`src/rtl/core/bpa_pkg.sv`:
```
// ----------------------------------------------------------------------------
// bpa_pkg: shared types and constants for the bitmap page allocator
// Request codes, status codes and the controller/datapath command struct.
// ----------------------------------------------------------------------------
package bpa_pkg;

    localparam int unsigned MAX_FRAGMENTS_DEF = 4096;
    localparam int unsigned WORD_BITS_DEF     = 32;
    localparam int unsigned CFG_W             = 13;
    localparam int unsigned IDX_W             = 12;
    localparam int unsigned LEN_W             = 13;
    localparam int unsigned CNT_W             = 13;
    localparam logic [CFG_W-1:0] TOTAL_RESET  = 13'd4096;
    localparam logic [CNT_W-1:0] COUNT_MAX    = 13'h1FFF;

    localparam logic [2:0] FUNC_ALLOC_ONE = 3'd0;
    localparam logic [2:0] FUNC_ALLOC_RUN = 3'd1;
    localparam logic [2:0] FUNC_FREE_ONE  = 3'd2;
    localparam logic [2:0] FUNC_FREE_RUN  = 3'd3;
    localparam logic [2:0] FUNC_MARK_USED = 3'd4;
    localparam logic [2:0] FUNC_MARK_FREE = 3'd5;

    localparam logic [1:0] ST_OK      = 2'd0;
    localparam logic [1:0] ST_NOSPACE = 2'd1;
    localparam logic [1:0] ST_BADARG  = 2'd2;

    // Controller to datapath
    typedef struct packed {
        logic clear;     // clearing pass: fill one word with ones
        logic load;      // latch request
        logic scan_rd;   // read word at scan pointer
        logic scan_step; // consume read word (search)
        logic wr_rd;     // read word at write pointer
        logic wr_step;   // apply write to read word
        logic done;      // present result
    } bpa_cmd_t;

    // Datapath to controller
    typedef struct packed {
        logic is_alloc;
        logic bad;       // bad argument or range
        logic nospace;   // count too low or run longer than search limit
        logic found;     // run found, write pointer at its start
        logic scan_end;  // search pointer reached limit
        logic wr_end;    // no pages left to write
        logic zero_len;  // free/mark with nothing to do
        logic clear_end; // last word of the clearing pass
    } bpa_sts_t;

endpackage

```
`src/rtl/core/bpa_datapath.sv`:
```
// ----------------------------------------------------------------------------
// bpa_datapath: bitmap memory, page-serial run search and page writer
// The search walks one page per read, skipping full words in one read.
// ----------------------------------------------------------------------------
module bpa_datapath
    import bpa_pkg::*;
#(
    parameter int unsigned MAX_FRAGMENTS = MAX_FRAGMENTS_DEF,
    parameter int unsigned WORD_BITS     = WORD_BITS_DEF
)
(
    input  logic             clk,
    input  logic             rst_n,
    input  logic [2:0]       func,
    input  logic [IDX_W-1:0] fragment_index,
    input  logic [LEN_W-1:0] run_length,
    input  logic [CFG_W-1:0] total_reg,
    input  bpa_cmd_t         cmd,
    output bpa_sts_t         sts,
    output logic [1:0]       status,
    output logic [IDX_W-1:0] found_index,
    output logic [CNT_W-1:0] free_count
);
    localparam int unsigned NWORDS = (MAX_FRAGMENTS + WORD_BITS - 1) / WORD_BITS;
    localparam int unsigned NBITS  = NWORDS * WORD_BITS;
    localparam int unsigned AW     = (NWORDS > 1) ? $clog2(NWORDS) : 1;
    localparam int unsigned BW     = $clog2(WORD_BITS);
    localparam int unsigned PW     = $clog2(NBITS + 1) + 1; // page pointer
    localparam int unsigned LW     = PW + LEN_W;

    // Bitmap memory, set bit = page used. Filled with ones by the clearing
    // pass that runs right after reset (one word per cycle).
    logic [WORD_BITS-1:0] mem [NWORDS];
    logic [WORD_BITS-1:0] rd_data_reg;
    logic [AW-1:0]        clr_reg;

    logic [LEN_W-1:0] len_reg;
    logic [PW-1:0]    p_reg;      // search page / write page
    logic [LEN_W-1:0] run_reg;    // free pages in the current search run
    logic [LEN_W-1:0] left_reg;   // pages left to write
    logic [PW-1:0]    limit_reg;
    logic [PW-1:0]    start_reg;
    logic             found_reg;
    logic             alloc_reg;
    logic             setbit_reg;
    logic             bad_reg;
    logic             nospace_reg;
    logic             zero_reg;
    logic [CNT_W-1:0] cnt_reg;
    logic [1:0]       status_reg;
    logic [IDX_W-1:0] found_idx_reg;

    logic [CFG_W-1:0]     eff_total;
    logic [CFG_W-1:0]     limit_now;
    logic                 is_alloc_now;
    logic [LEN_W-1:0]     len_eff;
    logic [LW-1:0]        span;
    logic [AW-1:0]        p_word;
    logic [BW-1:0]        p_bit;
    logic                 bit_used;
    logic                 skip;
    logic                 hit;
    logic [LEN_W-1:0]     run_next;
    logic [PW-1:0]        start_next;
    logic [WORD_BITS-1:0] onehot;
    logic [WORD_BITS-1:0] write_word;
    logic                 mem_we;
    logic [AW-1:0]        mem_waddr;
    logic [WORD_BITS-1:0] mem_wdata;

    assign eff_total    = (32'(total_reg) < MAX_FRAGMENTS) ? total_reg : CFG_W'(MAX_FRAGMENTS);
    // whole words only; WORD_BITS is a power of two
    assign limit_now    = eff_total & ~CFG_W'(WORD_BITS - 1);
    assign is_alloc_now = (func == FUNC_ALLOC_ONE) || (func == FUNC_ALLOC_RUN);
    assign len_eff      = (func == FUNC_ALLOC_ONE || func == FUNC_FREE_ONE) ? LEN_W'(1) : run_length;
    assign span         = LW'(fragment_index) + LW'(len_eff);
    assign p_word       = p_reg[BW +: AW];
    assign p_bit        = p_reg[BW-1:0];
    assign bit_used     = rd_data_reg[p_bit];

    // word-skip at a word boundary with empty run
    assign skip       = (p_bit == '0) && (run_reg == '0) && (rd_data_reg == '1);
    assign run_next   = bit_used ? '0 : run_reg + LEN_W'(1);
    assign hit        = !skip && !bit_used && (run_next == len_reg);
    assign start_next = p_reg + PW'(1) - PW'(len_reg);

    assign onehot     = WORD_BITS'(1) << p_bit;
    assign write_word = setbit_reg ? (rd_data_reg | onehot) : (rd_data_reg & ~onehot);

    assign mem_we    = cmd.clear || cmd.wr_step;
    assign mem_waddr = cmd.clear ? clr_reg : p_word;
    assign mem_wdata = cmd.clear ? '1 : write_word;

    always_ff @(posedge clk)
    begin
        if (mem_we) begin
            mem[mem_waddr] <= mem_wdata;
        end
        if (cmd.scan_rd || cmd.wr_rd) begin
            rd_data_reg <= mem[p_word];
        end
    end

    always_ff @(posedge clk or negedge rst_n)
    begin
        if (!rst_n) begin
            clr_reg       <= '0;
            len_reg       <= '0;
            p_reg         <= '0;
            run_reg       <= '0;
            left_reg      <= '0;
            limit_reg     <= '0;
            start_reg     <= '0;
            found_reg     <= 1'b0;
            alloc_reg     <= 1'b0;
            setbit_reg    <= 1'b0;
            bad_reg       <= 1'b0;
            nospace_reg   <= 1'b0;
            zero_reg      <= 1'b0;
            cnt_reg       <= '0;
            status_reg    <= ST_OK;
            found_idx_reg <= '0;
        end else begin
            if (cmd.clear) begin
                clr_reg <= clr_reg + AW'(1);
            end
            if (cmd.load) begin
                len_reg    <= len_eff;
                limit_reg  <= PW'(limit_now);
                run_reg    <= '0;
                found_reg  <= 1'b0;
                alloc_reg  <= is_alloc_now;
                setbit_reg <= is_alloc_now || (func == FUNC_MARK_USED);
                if (is_alloc_now) begin
                    p_reg       <= '0;
                    left_reg    <= '0;
                    bad_reg     <= (len_eff == '0);
                    nospace_reg <= (cnt_reg < len_eff) || (PW'(len_eff) > PW'(limit_now));
                    zero_reg    <= 1'b0;
                end else begin
                    p_reg       <= PW'(fragment_index);
                    left_reg    <= len_eff;
                    bad_reg     <= (func > FUNC_MARK_FREE) || (span > LW'(eff_total));
                    nospace_reg <= 1'b0;
                    zero_reg    <= (len_eff == '0);
                end
            end
            if (cmd.scan_step) begin
                if (skip) begin
                    p_reg <= p_reg + PW'(WORD_BITS);
                end else if (hit) begin
                    // run complete: point the writer at its first page
                    run_reg   <= run_next;
                    found_reg <= 1'b1;
                    start_reg <= start_next;
                    p_reg     <= start_next;
                    left_reg  <= len_reg;
                end else begin
                    run_reg <= run_next;
                    p_reg   <= p_reg + PW'(1);
                end
            end
            if (cmd.wr_step) begin
                // count adjusts only when the bit changes
                if (setbit_reg && !bit_used && cnt_reg != '0) begin
                    cnt_reg <= cnt_reg - CNT_W'(1);
                end else if (!setbit_reg && bit_used && cnt_reg != COUNT_MAX) begin
                    cnt_reg <= cnt_reg + CNT_W'(1);
                end
                p_reg    <= p_reg + PW'(1);
                left_reg <= left_reg - LEN_W'(1);
            end
            if (cmd.done) begin
                if (bad_reg) begin
                    status_reg <= ST_BADARG;
                end else if (alloc_reg && !found_reg) begin
                    status_reg <= ST_NOSPACE;
                end else begin
                    status_reg <= ST_OK;
                end
                found_idx_reg <= (alloc_reg && found_reg) ? start_reg[IDX_W-1:0] : '0;
            end
        end
    end

    assign sts.is_alloc  = alloc_reg;
    assign sts.bad       = bad_reg;
    assign sts.nospace   = nospace_reg;
    assign sts.found     = found_reg;
    assign sts.scan_end  = (p_reg >= limit_reg);
    assign sts.wr_end    = (left_reg == '0);
    assign sts.zero_len  = zero_reg;
    assign sts.clear_end = (clr_reg == AW'(NWORDS - 1));

    assign status      = status_reg;
    assign found_index = found_idx_reg;
    assign free_count  = cnt_reg;

endmodule

```
`src/rtl/core/bpa_ctrl.sv`:
```
// ----------------------------------------------------------------------------
// bpa_ctrl: request sequencer
// Clear, load, check, search (read/step per page), write (read/step per page), respond.
// ----------------------------------------------------------------------------
module bpa_ctrl
    import bpa_pkg::*;
(
    input  logic     clk,
    input  logic     rst_n,
    input  logic     start,
    input  bpa_sts_t sts,
    output bpa_cmd_t cmd,
    output logic     busy,
    output logic     done
);
    typedef enum logic [2:0] {
        S_INIT, S_IDLE, S_CHECK, S_SRD, S_SSTEP, S_WRD, S_WSTEP, S_RESP
    } state_t;

    state_t state_reg, state_next;
    logic   done_reg;

    always_comb
    begin
        state_next = state_reg;
        cmd        = '0;
        case (state_reg)
            S_INIT:  begin
                cmd.clear = 1'b1;
                if (sts.clear_end) begin
                    state_next = S_IDLE;
                end
            end
            S_IDLE:  begin
                if (start) begin
                    cmd.load   = 1'b1;
                    state_next = S_CHECK;
                end
            end
            S_CHECK: begin
                if (sts.bad || sts.nospace || sts.zero_len) begin
                    state_next = S_RESP;
                end else if (sts.is_alloc) begin
                    state_next = S_SRD;
                end else begin
                    state_next = S_WRD;
                end
            end
            S_SRD:   begin
                if (sts.found) begin
                    state_next = S_WRD;
                end else if (sts.scan_end) begin
                    state_next = S_RESP;
                end else begin
                    cmd.scan_rd = 1'b1;
                    state_next  = S_SSTEP;
                end
            end
            S_SSTEP: begin
                cmd.scan_step = 1'b1;
                state_next    = S_SRD;
            end
            S_WRD:   begin
                if (sts.wr_end) begin
                    state_next = S_RESP;
                end else begin
                    cmd.wr_rd  = 1'b1;
                    state_next = S_WSTEP;
                end
            end
            S_WSTEP: begin
                cmd.wr_step = 1'b1;
                state_next  = S_WRD;
            end
            S_RESP:  begin
                cmd.done   = 1'b1;
                state_next = S_IDLE;
            end
            default: state_next = S_IDLE;
        endcase
    end

    always_ff @(posedge clk or negedge rst_n)
    begin
        if (!rst_n) begin
            state_reg <= S_INIT;
            done_reg  <= 1'b0;
        end else begin
            state_reg <= state_next;
            done_reg  <= cmd.done;
        end
    end

    assign busy = (state_reg != S_IDLE);
    assign done = done_reg;

    a_done_pulse: assert property (@(posedge clk) disable iff (!rst_n)
        done_reg |=> !done_reg) else $error("done held two cycles");
    a_idle_after_done: assert property (@(posedge clk) disable iff (!rst_n)
        done_reg |-> state_reg == S_IDLE) else $error("done outside idle");
    a_resp_once: assert property (@(posedge clk) disable iff (!rst_n)
        state_reg == S_RESP |=> done_reg) else $error("response lost");

endmodule

```
`src/rtl/core/bitmap_page_allocator_top.sv`:
```
// ----------------------------------------------------------------------------
// bitmap_page_allocator_top: first-fit bitmap page allocator
//
// Channel   | Signals                                   | Transfer when
// ----------+-------------------------------------------+-------------------
// request   | start, busy, func, fragment_index,        | start && !busy
//           | run_length                                |
// result    | done, status, found_index, free_count     | done (one cycle)
// config    | total_fragments_we, total_fragments_wdata | total_fragments_we
//
// Sequence: after the request transfer, a check state, then a read and a
//   step per page walked by the search (a fully used word at a word
//   boundary is skipped in one read and step), one more read state to see
//   the hit or the limit, a read and a step per page written plus one more
//   read state, and a response state, from which done is registered. The
//   single-ported bitmap memory and the one-page-per-step search set this.
// Reset: asynchronous, all pages used, count zero, total 4096. A clearing
//   pass fills the bitmap with ones, one word per cycle; busy is high
//   meanwhile.
// The result receiver cannot stall; busy holds off new requests.
// ----------------------------------------------------------------------------
module bitmap_page_allocator_top
    import bpa_pkg::*;
#(
    parameter int unsigned MAX_FRAGMENTS = MAX_FRAGMENTS_DEF,
    parameter int unsigned WORD_BITS     = WORD_BITS_DEF
)
(
    input  logic             clk,
    input  logic             rst_n,
    input  logic             start,
    output logic             busy,
    input  logic [2:0]       func,
    input  logic [IDX_W-1:0] fragment_index,
    input  logic [LEN_W-1:0] run_length,
    output logic             done,
    output logic [1:0]       status,
    output logic [IDX_W-1:0] found_index,
    output logic [CNT_W-1:0] free_count,
    input  logic             total_fragments_we,
    input  logic [CFG_W-1:0] total_fragments_wdata
);
    logic [CFG_W-1:0] total_reg;
    bpa_cmd_t         cmd;
    bpa_sts_t         sts;

    // Configuration register; the user must write it only while idle, the block does not enforce this.
    always_ff @(posedge clk or negedge rst_n)
    begin
        if (!rst_n) begin
            total_reg <= TOTAL_RESET;
        end else if (total_fragments_we) begin
            total_reg <= total_fragments_wdata;
        end
    end

    bpa_ctrl u_ctrl (
        .clk        (clk),
        .rst_n      (rst_n),
        .start      (start),
        .sts        (sts),
        .cmd        (cmd),
        .busy       (busy),
        .done       (done)
    );

    bpa_datapath #(
        .MAX_FRAGMENTS (MAX_FRAGMENTS),
        .WORD_BITS     (WORD_BITS)
    ) u_dp (
        .clk            (clk),
        .rst_n          (rst_n),
        .func           (func),
        .fragment_index (fragment_index),
        .run_length     (run_length),
        .total_reg      (total_reg),
        .cmd            (cmd),
        .sts            (sts),
        .status         (status),
        .found_index    (found_index),
        .free_count     (free_count)
    );

endmodule
```
`config.mk`:
```
export PLATFORM = sky130hd
export DESIGN_NAME = bitmap_page_allocator_top
export DESIGN_NICKNAME = d
export VERILOG_FILES = /design/src/rtl/core/bpa_pkg.sv /design/src/rtl/core/bpa_datapath.sv /design/src/rtl/core/bpa_ctrl.sv /design/src/rtl/core/bitmap_page_allocator_top.sv
export SDC_FILE = /design/constraint.sdc
export NUM_CORES = 2
export LEC_CHECK = 0
export BUFFER_PORTS_ARGS = -buffer_cell sky130_fd_sc_hd__buf_2
export CORE_MARGIN = 3
export CORE_UTILIZATION = 60
export CTS_CLUSTER_SIZE = 40
export DETAILED_ROUTE_END_ITERATION = 16
export PLACE_DENSITY = 0.76
export SLEW_MARGIN = 25
export SYNTH_ARGS = -nofsm -noshare
export SYNTH_HDL_FRONTEND = slang
export SYNTH_SLANG_ARGS = --single-unit
```
`constraint.sdc`:
```
create_clock -name clk -period 15.2 [get_ports clk]
set_clock_uncertainty 0.1 [all_clocks]
set_input_delay 3.04 -clock clk [delete_from_list [all_inputs] [get_ports clk]]
set_output_delay 3.04 -clock clk [all_outputs]
set_load 0.03 [all_outputs]
```
==> out/qor.txt <==
WHS: 395 ps
Grt ovf: 0
VDD IR-drop max: 0.000111 V
Crit path depth: 22
Layout Nets: 7757
Count leader, synth: edfxtp_1
Clk sink count: 4258
CP endpoint kind: register
RSZ-0062 raised after global routing: no
Tot Pwr: 23.0 mW
CP Class: input port to register
Run status: complete, no violations
Post-Syn Nets: 7394
DRT Pass-1 Iters: 10
R2R Setup Slk: 9100 ps
Initial Util: 60.4%
Sw frac: 19.9%
Dpl ws: 7650 ps
NetSw: 4.59 mW
Final setup vio count: 0
Mapped Cells: 7260
CP top delay family: compound AO/OA/AOI/OAI gates
Worst setup margin: 8530 ps
Via/cell ratio: 7.40
Yosys cell types: 76
WP data arrival: 7380 ps
EDFF count, synth: 4128
Placeable Area: 277000 um^2
Worst r2r path cells: 7
Placer Congestion: 0.901
Layout cell share with drive strength beyond 1: 31.2%
Final core utilization: 67.6%
Startpoint types: input port
Clk root buf: clkbuf_16
Hold Path Origin: u_dp.start_reg[5]
Asr flop ratio synth: 3.05%
Logic pwr share: 0.4%
Hold path depth: 2
Placed cell area: 174000 um^2
Slew of the pin with the lowest slew margin: 1230 ps
Internal: 18.5 mW
Max reg flops: 4096
Post_cts resized: 0
Power per Cell Area: 123 nW/um^2
Post-synth top cells: edfxtp_1 (4128), mux4_2 (1344), clkbuf_1 (268)
Dominant synthesized flop cell: edfxtp_1
Reg power frac: 55.0%
WL/cell: 41.6 um
Post-CTS Setup Repair Bufs: 0
Reg2Reg Launch Point: u_dp.p_reg[5]
Netlist Area Pre-Place: 167000 um^2
CP Max Fanout: 12
Dominant cell type by area after synthesis: edfxtp_1
Worst stage delay on the critical path: 430 ps
DRT Wirelength: 485 mm
Synth Area per Inst: 23.0 um^2
Worst hold endpoint: u_dp.start_reg[5]
Critical-path cell list: buf_2 > or2_1 > nand2_1 > inv_1 > fa_1 > a21o_1 > a21oi_1 > o21bai_1 > a21oi_1 > maj3_1 > nor2b_1 > o21a_1 > o21a_1 > o41a_1 > xnor2_1 > ha_1 > nand2_1 > nor4_1 > o21ai_0 > a21oi_1 > o31a_1 > a21oi_1
Max_cap viols: 0
Fill count: 16100
Die ar.: 285000 um^2
HP Class: register to register
Post-synthesis sequential area ratio: 76.1%
CP bufs+invs: 2
Port bufs: 73
Die H: 534 um
RR Endpoint: u_dp.rd_data_reg[7]
LEAKAGE: 41.3 nW
H-Tree Level Count: 5
Clk_lat worst skew: 950 ps
DRC Markers: 0
Placed Instances: 10900
Via count: 86400
CTS buffer count: 409
CTS tree: done
Post-Layout Inst Area: 187000 um^2
Largest net degree at the start of global routing: 161
Initial drt markers: 16700
Final Hold Viols: 0
Max Slew Vio Count: 0
Clock Pin Slew Worst Setup and Hold Paths: 70 ps
Number of core rows: 193
Post-Layout Cell Count: 11700
FMAX: 0.150 GHz
Antenna Nets Post-Route: 0
Slowest cell on the critical path: fa_1
Synthesis warning total: 0
Clk pwr share: 44.6%
Ports: 74
Fin crit period: 6670 ps
Critical Path Most Common Cell: a21oi_1
Synth Register Bits: 4258
GRT Util Overall: 33.5%
Final TNS setup: 0 ps
Layout Area Growth over Synthesis: 12.0%
Vias in the first global route: 85800
Chip width: 534 um
First-pass GRT wire length: 667 mm
Hpwl dp: 239 mm
Number of hold buffers added after CTS: 0
Fin crit share: 43.9%
Antenna violations before repair: 45
Clock Tree Buf Depth: 4
Top post-synthesis cells by area: edfxtp_1 (74%), mux4_2 (18%), dfrtp_1 (1.9%), ha_1 (0.64%), clkbuf_1 (0.60%)
Slew headroom: 17.9%
Yosys top cell area share: 74.2%
Crit path required time: 15910 ps
-- power by group through the flow --
stage / logic [mW] / registers, mW / clock network, mW
2_1_floorplan: 0.0569 / 12.9 / 0
3_3_place_gp: 0.0953 / 12.9 / 0
3_5_place_dp: 0.0938 / 12.9 / 0
4_1_cts: 0.0943 / 12.7 / 10.3
5_1_grt: 0.106 / 12.7 / 10.7
6_report: 0.0942 / 12.7 / 10.3
-- layer usage --
layer | global-route usage [%] | part of all wire (%) | routed length (um) | vias up
li1 | - | - | - | 31700
met1 | 46.1 | 33 | 161000 | 45100
met2 | 51.2 | 47 | 229000 | 8204
met3 | 9.73 | 14 | 68400 | 1399
met4 | 14.5 | 5.4 | 26400 | 22
met5 | 0 | 0.031 | 149 | -
-- worst max-delay path by stage --
stage	from	endpoint	slack [ps]
4_1_cts	func[2]	u_dp.bad_reg	8630
6_report	func[2]	u_dp.bad_reg	8530
5_1_grt	func[2]	u_dp.bad_reg	8190
3_3_place_gp	func[2]	u_dp.bad_reg	7490
2_1_floorplan	u_dp.p_reg[0]	u_dp.mem[0][28]	3980
3_5_place_dp	func[2]	u_dp.bad_reg	7650
-- tightest hold or removal path, stage by stage (launching register included) --
cell and delay (ps):
dfrtp_1 350, nand2_1 50, o21ai_0 60
-- cells by family (layout without fill, tap and decap cells) --
family	after synthesis	in the layout	share of synthesized area, %
buf+inv	455	1139	1.12
mux	1425	1425	18.6
fa+ha+maj	91	91	0.692
compound gates	336	336	1.32
xor+xnor	85	85	0.445
other cells	0	24	0
simple gates	610	610	1.65
flops	4258	4258	76.1
-- layout make-up --
cell class	count	area [um^2]	area share (%)
flip-flops and latches	4258	127000	68.0
clock inverters	244	2500	1.33
diodes	24	60.1	0.0321
inverters	75	282	0.150
clock buffers	488	10600	5.66
repair buffers	332	2550	1.36
multi-input cells	2547	39300	21.0
well taps	3705	4640	2.48
-- cell usage in the layout, fill, tap and decap left out, types with 27 or more instances in the layout --
| cell | instances |
|---|---|
| a21o_1 | 27 |
| a21oi_1 | 52 |
| buf_2 | 72 |
| buf_4 | 234 |
| bufinv_16 | 45 |
| clkbuf_1 | 76 |
| clkbuf_16 | 412 |
| clkinv_1 | 91 |
| clkinv_2 | 63 |
| dfrtp_1 | 122 |
| edfxtp_1 | 4128 |
| ha_1 | 86 |
| inv_1 | 75 |
| mux2_2 | 49 |
| mux4_2 | 1344 |
| nand2_1 | 199 |
| nand3_1 | 38 |
| nor2_1 | 92 |
| nor2_4 | 128 |
| o21ai_0 | 102 |
| xnor2_1 | 63 |
No activity file was read; power rests on OpenSTA's default activity.
